==> src/rtl/mrna_pkg.sv <==
// Package for the multi-resource node allocator.
// Holds default sizes, command codes, controller states and control structs.
// No dependencies.
package mrna_pkg;

    localparam int NODE_COUNT_DEF = 64;
    localparam int CPU_BITS_DEF   = 16;
    localparam int RAM_BITS_DEF   = 32;
    localparam int GPU_BITS_DEF   = 8;

    localparam int NODE_W = 6;
    localparam int CMD_W  = 2;
    localparam int RES_USER_W = 2;

    typedef enum logic [CMD_W-1:0] {
        CMD_SET     = 2'd0,
        CMD_ALLOC   = 2'd1,
        CMD_DEALLOC = 2'd2,
        CMD_CHECK   = 2'd3
    } t_cmd;

    typedef enum logic [1:0] {
        ST_CLEAR,
        ST_IDLE,
        ST_LOOK,
        ST_COMMIT
    } t_state;

    typedef struct packed {
        logic clear;
        logic capture;
        logic look;
        logic commit;
    } t_ctrl;

    typedef struct packed {
        logic clear_last;
        logic out_free;
    } t_stat;

endpackage

==> src/rtl/mrna_ctrl.sv <==
// Controller of the node allocator: clearing pass, accept, lookup, commit.
// Depends on mrna_pkg.
module mrna_ctrl (
    input  logic            i_clk,
    input  logic            i_rst_n,
    input  logic            i_s_tvalid,
    input  mrna_pkg::t_stat i_stat,
    output mrna_pkg::t_ctrl o_ctrl,
    output logic            o_s_tready
);

    import mrna_pkg::*;

    t_state r_state;
    t_state n_state;

    always_ff @(posedge i_clk) begin
        if (!i_rst_n) begin
            r_state <= ST_CLEAR;
        end else begin
            r_state <= n_state;
        end
    end

    always_comb begin
        n_state = r_state;
        case (r_state)
            ST_CLEAR: begin
                if (i_stat.clear_last) begin
                    n_state = ST_IDLE;
                end
            end
            ST_IDLE: begin
                if (i_s_tvalid) begin
                    n_state = ST_LOOK;
                end
            end
            ST_LOOK: begin
                n_state = ST_COMMIT;
            end
            ST_COMMIT: begin
                if (i_stat.out_free) begin
                    n_state = ST_IDLE;
                end
            end
            default: begin
                n_state = ST_CLEAR;
            end
        endcase
    end

    always_comb begin
        o_ctrl     = '0;
        o_s_tready = 1'b0;
        case (r_state)
            ST_CLEAR: begin
                o_ctrl.clear = 1'b1;
            end
            ST_IDLE: begin
                o_s_tready     = 1'b1;
                o_ctrl.capture = i_s_tvalid;
            end
            ST_LOOK: begin
                o_ctrl.look = 1'b1;
            end
            ST_COMMIT: begin
                o_ctrl.commit = i_stat.out_free;
            end
            default: begin
                o_ctrl = '0;
            end
        endcase
    end

endmodule

==> config.mk <==
export PLATFORM = sky130hd
export DESIGN_NAME = mrna_ctrl
export DESIGN_NICKNAME = d
export VERILOG_FILES = /design/src/rtl/mrna_pkg.sv /design/src/rtl/mrna_ctrl.sv
export SDC_FILE = /design/constraint.sdc
export NUM_CORES = 1
export LEC_CHECK = 0
export BUFFER_PORTS_ARGS = -buffer_cell sky130_fd_sc_hd__buf_2
export CAP_MARGIN = 20
export CORE_AREA = 2 2 39 41
export DETAILED_ROUTE_END_ITERATION = 10
export DIE_AREA = 0 0 41 43
export GPL_ROUTABILITY_DRIVEN = 1
export PLACE_DENSITY = 0.4
export SYNTH_ARGS = -nofsm -noshare
export SYNTH_HDL_FRONTEND = slang
export SYNTH_SLANG_ARGS = --single-unit
==> constraint.sdc <==
create_clock -name i_clk -period 1.4 [get_ports i_clk]
set_clock_uncertainty 0.15 [all_clocks]
set_input_delay 0.14 -clock i_clk [delete_from_list [all_inputs] [get_ports i_clk]]
set_output_delay 0.14 -clock i_clk [all_outputs]
set_load 0.02 [all_outputs]
Word-level counts from Yosys, hierarchy flattened
Cells that the tools add are included.
{ "word_totals": {"ff_bits": 2, "latch_bits": 0, "ram_bits": 0, "rom_bits": 0, "in_bits": 5, "output_inout_bits": 5, "elab_cells": 18, "mem_count": 0} }
{ "op_classes": {"add_sub_neg": 0, "mul": 0, "div": 0, "n_lt_le_gt_ge": 0, "eq_ne": 6, "shift": 0, "n_mux": 9, "bitwise": 0, "n_reduce_logical": 2} }
{ "op_table": {"columns": ["operator", "count"], "rows": [
  ["case mux 2 bit (4 select lines)", 1],
  ["two-way mux 2 bit", 3],
  ["!= test 2 bit (second input constant)", 3],
  ["two-way mux 1 bit", 5],
  ["== test 2 bit (second input constant)", 2],
  ["AND reduction 3 bit", 1],
  ["== test 2 x 1 -> 1 bit (second input constant)", 1],
  ["logical NOT 2 bit", 1]
]} }

Longest topological paths before layout
Gate-level depths: netlist of run 1.
{ "logic_depth": {"ltp_word": 3, "mapped_depth": 4, "depth_no_buf": 4} }

Worst setup path after synthesis of run 1
OpenSTA, ideal clock, no wires.
{ "synth_timing": {"path_type": "reg2reg", "startpoint": "reg r_state[0]", "endpoint": "reg r_state[0]", "setup_time_ps": 72, "arrival_ps": 1400, "required_ps": 1178, "path_slack_ps": -222, "path_stages_with_launch": 5, "n_path_buf": 0, "period_less_slack_ps": 1622, "cell_sequence": "dfxtp_1 -> inv_1 -> ha_1 -> a222oi_1 -> mux2i_1"} }
{ "synth_via": {"elab_chain_cells": 3, "elab_cells_between_ends": 9, "classes_between": "eq/ne (6); mux (1); reduce/logical (2)"} }
{ "synth_rtl": {"columns": ["element", "line", "text"], "rows": [
  ["start, declared", "mrna_ctrl.sv:14", "t_state r_state;"],
  ["start signal, assigned", "mrna_ctrl.sv:21", "r_state <= n_state;"],
  ["== test 2 bit, or another cell as far along", "mrna_ctrl.sv:27", "case (r_state)"],
  ["!= test 2 bit (no source line)", null, null],
  ["AND reduction 3 bit (no source line)", null, null]
]} }
Parallel ways exist; a longest one is shown, timed or not.
A chain may end at the register's enable or synchronous reset.

Worst setup path in the final report of run 1
{ "layout_timing": {"startpoint": "reg r_state[1]", "endpoint": "reg r_state[0]"} }
The elaborated chain is that of the path after synthesis.

==> results of run 1 <==
[report_power, final]
group / total [W] / switching, W / leakage (nW) / internal (W)
combinational: 0.000429 / 0.000184 / 0.166 / 0.000245
clock: 0.000128 / 0.0000333 / 0.0138 / 0.0000946
sequential: 0.000126 / 0.0000394 / 0.0175 / 0.0000869
[cells by family after synthesis]
| kind of cell | count (synthesis) | share of synthesized area, % |
|---|---|---|
| fa+ha+maj | 5 | 34.0 |
| compound gates | 1 | 5.44 |
| flops | 2 | 21.8 |
| mux | 2 | 10.9 |
| buf+inv | 5 | 10.9 |
| simple gates | 6 | 17.0 |
[worst reg2reg max path, cell delays in order, from the launching register on]
cell      delay (ps)
dfxtp_2          340
inv_4             50
ha_4             150
a222oi_1         300
buf_4            180
mux2i_1          160
[layout by cell type, fill, tap and decap left out]
cell        netlist  final
mux2i_1           2      2
ha_2              0      1
dfxtp_4           0      1
a222oi_1          1      1
buf_2             0      6
dfxtp_2           0      1
inv_1             4      2
clkinvlp_2        1      1
inv_4             0      2
ha_1              5      1
nand2_1           3      3
buf_6             0      4
ha_4              0      3
nand2b_1          1      1
and2_4            0      2
buf_4             0      7
clkbuf_4          0      3
[layout make-up]
class                      count  area share, %
multi-input combinational     14           41.1
timing repair buffer          17           31.3
sequential                     2           11.0
inverter                       5           6.13
clock buffer                   3           5.52
tap                           16           4.91
[metrics by stage]
stage	setup slack [ps]	util (%)
floorplan	-69.5	-
global placement	-34.0	22.7
global route	-119	29.5
CTS	-36.9	29.5
detailed placement	-59.5	22.7
finish	-23.1	29.5
[worst paths after layout]
check	from	endpoint	slack, ps	cells after the start
worst max register to register	r_state[1]	r_state[0]	-20	5
worst min register to register	r_state[0]	r_state[0]	500	3
worst min-delay path	i_rst_n	r_state[1]	40	3
worst max-delay path	r_state[1]	r_state[0]	-20	5
[routing by layer]
layer	vias to the layer above	wire length (microns)	track usage (%)
li1	109	-	-
met1	91	196	7.03
met2	12	208	8.75
met3	0	53	4.71
met4	0	0	6.00
met5	-	0	0
[what timing repair did]
action	4_1_cts	5_1_grt
gates cloned	0	0
resized for setup	15	0
buffers inserted	3	0
setup endpoints to repair	4	5
pin swaps	2	1
==> summary.txt, run 1 <==
Status -> finished, violations left
Failing checks -> negative setup slack
Worst path bufs/invs -> 2
Fillers -> 154
CTS Buffer Depth -> 2
Initial antenna violation count -> 0
Routed WL -> 458 microns
I/O Buffers -> 9
Final Max Slew Viols -> 0
H-tree levels -> 1
Fmax -> 703 MHz
Height of the die -> 43 microns
First-pass GRT wire length -> 752 microns
Number of synthesized flops with an enable pin -> 0
Total Power Consumption -> 0.000683 W
Top delay family on crit path -> flip-flops
Layout Cell Area excl Fill -> 408 sq um
Routed vias/inst -> 3.72
VDD IR max -> 0.732 mV
Pre-antenna DRT Iters -> 4
Asr flop ratio synth -> 0%
Layout Nets -> 53
Synth top area cells -> ha_1 (34%), dfxtp_1 (22%), mux2i_1 (11%)
Worst slew pin tran -> 269 ps
Root Buffer -> clkbuf_4
Crit Path Max Fanout -> 3
CTS Buf Count -> 3
Grt total ovfl -> 0
P&R area growth vs syn -> 122%
Sum Neg Setup Slack -> -48.7 ps
Worst Setup Slack, final -> -23.1 ps
Vias in the first global route -> 208
Final Hold Viols -> 0
Initial core utilization -> 13.3%
Number of synthesis warnings -> 0
Post-DP Area -> 314 sq um
Cell Pwr Density -> 1670 mW/mm^2
Synth Register Bits -> 2
Core Rows -> 14
Ports -> 10
Crit path launch type -> flop
HP Class -> in2reg
Slowest-stage cell, CP -> dfxtp_2
Primary FF master, synth -> dfxtp_1
Delay of the slowest critical-path stage -> 340 ps
Setup violations, final -> 4
Maxcap violations -> 0
Most frequent cell after synthesis -> ha_1
Post-synthesis cell count -> 21
Unrepaired setup endpoints after global routing -> true
DR WL/cell -> 8.04 microns
Yosys top cell by area -> ha_1
Top cells by instance count after synthesis -> ha_1 (5), inv_1 (4), nand2_1 (3), dfxtp_1 (2), mux2i_1 (2)
Arrival time worst endpoint -> 1420 ps
DIE AREA -> 0.00176 sq mm
Final Non-Filler Cells -> 57
Clk Latency, worst-skew pair -> 220 ps
CTS tree -> built
Cell area after synthesis -> 184 sq um
Syn avg cell area -> 8.76 sq um
Remaining DRCs -> 0
Antenna diode count -> 0
Hold WS -> 44.0 ps
Seq. cell area -> 45.0 sq um
Seq/Total Area, Yosys -> 21.8%
Placed Cells incl. Taps -> 51
Cts hold-fix bufs -> 0
RePlAce Congestion -> 0.582
Yosys cell types -> 10
Yosys top cell area share -> 34.0%
Largest net degree at the start of global routing -> 5
Tmin final -> 1420 ps
Biggest register -> r_state
Top Registers -> r_state (2)
Clock Pin Slew Worst Setup and Hold Paths -> 30 ps
Relative slew margins -> 82.1%
Final period util -> 102%
Share of cells above drive strength 1 -> 75.6%
Pleak -> 0.197 nW
Core area -> 0.00138 sq mm
Syn_nets -> 31
Critical path required time -> 1390 ps
Crit Path Category -> reg2reg
Worst Setup End Kind -> flop
Die W -> 41 microns
CP cell instances -> inv_4, ha_4, a222oi_1, buf_4, mux2i_1
Vias -> 212
GRT Total Usage -> 6.81%
Clock Sinks -> 2
Largest register FFs -> 2
Area of the multi-input gates -> 168 sq um
Drt first-iter violations -> 3
Routed Antenna Nets -> 0
No activity file was read; power rests on OpenSTA's default activity.
==> run 2: changes to the inputs <==
Settings changed: GPL_TIMING_DRIVEN from default to 0.
==> run 2 against run 1 <==
The flow still finishes with violations (negative setup slack); global-route usage up 0.093 points; largest power group unchanged; sequential power about the same; core utilization down 5.1 points; final cell count is 8.8% lower; first-iteration DRC count increased by 67%; via count down 7.1%; sequential cell count unchanged.
==> summary.txt, run 2 (same netlist as run 1, synthesis figures left out) <==
Initial antenna violation count -> 0
First-pass GRT wire length -> 745 microns
Clock Pin Slew Worst Setup and Hold Paths -> 30 ps
Tmin final -> 1450 ps
Ports -> 10
Core area -> 0.00138 sq mm
Antenna diode count -> 0
Maxcap violations -> 0
Crit Path Max Fanout -> 4
Most frequent cells in the layout -> buf_2 (8), nand2_1 (3), ha_1 (3), clkbuf_4 (3), buf_4 (3)
RePlAce Congestion -> 0.589
Critical path required time -> 1390 ps
Pre-antenna DRT Iters -> 4
Initial core utilization -> 13.3%
Worst slew pin tran -> 269 ps
Final Max Slew Viols -> 0
Layout Cell Area excl Fill -> 338 sq um
Crit path launch type -> flop
Commonest non-fill, non-tap cell in the layout -> buf_2
Final Hold Viols -> 0
VDD IR max -> 0.521 mV
Clk Latency, worst-skew pair -> 220 ps
P&R area growth vs syn -> 83.7%
I/O Buffers -> 9
Worst Setup End Kind -> flop
Routed vias/inst -> 3.79
Die W -> 41 microns
CTS tree -> built
Share of cells above drive strength 1 -> 63.9%
Fmax -> 689 MHz
R2R setup slack -> -50 ps
Remaining DRCs -> 0
Largest register FFs -> 2
DIE AREA -> 0.00176 sq mm
CTS Buffer Depth -> 2
Height of the die -> 43 microns
Failing checks -> negative setup slack
Cts hold-fix bufs -> 0
Relative slew margins -> 82.0%
Status -> finished, violations left
Cell Pwr Density -> 1690 mW/mm^2
Largest net degree at the start of global routing -> 6
Hold WS -> 49.0 ps
H-tree levels -> 1
Vias -> 197
Core Rows -> 14
Worst Setup Slack, final -> -50.9 ps
Routed WL -> 436 microns
Crit Path Category -> reg2reg
Vias in the first global route -> 205
CTS Buf Count -> 3
Final period util -> 104%
Place WS -> -195 ps
Top Registers -> r_state (2)
Setup violations, final -> 2
Post-DP Area -> 277 sq um
Pleak -> 0.170 nW
Clock Sinks -> 2
Unrepaired setup endpoints after global routing -> true
Drt first-iter violations -> 5
Layout Nets -> 48
Grt total ovfl -> 0
DR WL/cell -> 8.38 microns
HP Class -> in2reg
Arrival time worst endpoint -> 1440 ps
Biggest register -> r_state
GRT Total Usage -> 6.91%
Root Buffer -> clkbuf_4
Routed Antenna Nets -> 0
==> run 2: area by class of cell <==
cell class                      instances  area [sq um]
Multi-Input combinational cell         14           149
Inverter                                5          25.0
Tap cell                               16          20.0
Fill cell                             154          1050
Timing Repair Buffer                   12          73.8
Clock buffer                            3          22.5
Sequential cell                         2          47.5
==> run 2: path summary, 6_finish.rpt <==
check	end	cells after the start	from
hold / removal	r_state[0]	3	i_rst_n
setup reg to reg	r_state[1]	5	r_state[1]
hold reg to reg	r_state[1]	2	r_state[1]
setup / recovery	r_state[1]	5	r_state[1]
==> run 2: worst max-delay path, cell delays in order (launching register included) <==
cell and delay [ps]:
dfxtp_4 360, inv_4 50, ha_4 150, a222oi_1 300, buf_4 180, mux2i_1 180
==> run 2: where the power goes <==
part	internal (W)	switching, W
logic	0.000159	0.000157
registers	0.0000885	0.0000401
clock network	0.0000944	0.0000314
total	0.000342	0.000228
==> run 2: per-stage QoR <==
| step | setup TNS [ps] | instances | total power (W) | utilization (%) |
|---|---|---|---|---|
| final | -90.2 | 52 | 0.000570 | 24.4 |
| after global routing | -397 | 52 | 0.000624 | 24.4 |
| after CTS | -145 | 51 | 0.000562 | 23.2 |
| after detailed placement | -382 | 46 | 0.000389 | 20.0 |
| after global placement | -252 | 46 | 0.000372 | 20.0 |
| after floorplan | -139 | 21 | 0.000337 | - |
==> run 2: routing by layer <==
metal / part of all wire [%] / wire, microns / vias up / GRT usage [%]
met5: 0 / 0 / - / 0
met1: 40 / 176 / 87 / 5.73
li1: - / - / 98 / -
met4: 0 / 0 / 0 / 6.00
met3: 10 / 45 / 0 / 3.14
met2: 49 / 214 / 12 / 11.3
==> run 2: what timing repair did <==
action	4_1_cts	5_1_grt
setup buffers	2	1
resized for setup	3	3
cloned	0	0
endpoints found under the hold margin	0	0
pin swaps	1	1
endpoints found under the setup margin	4	4
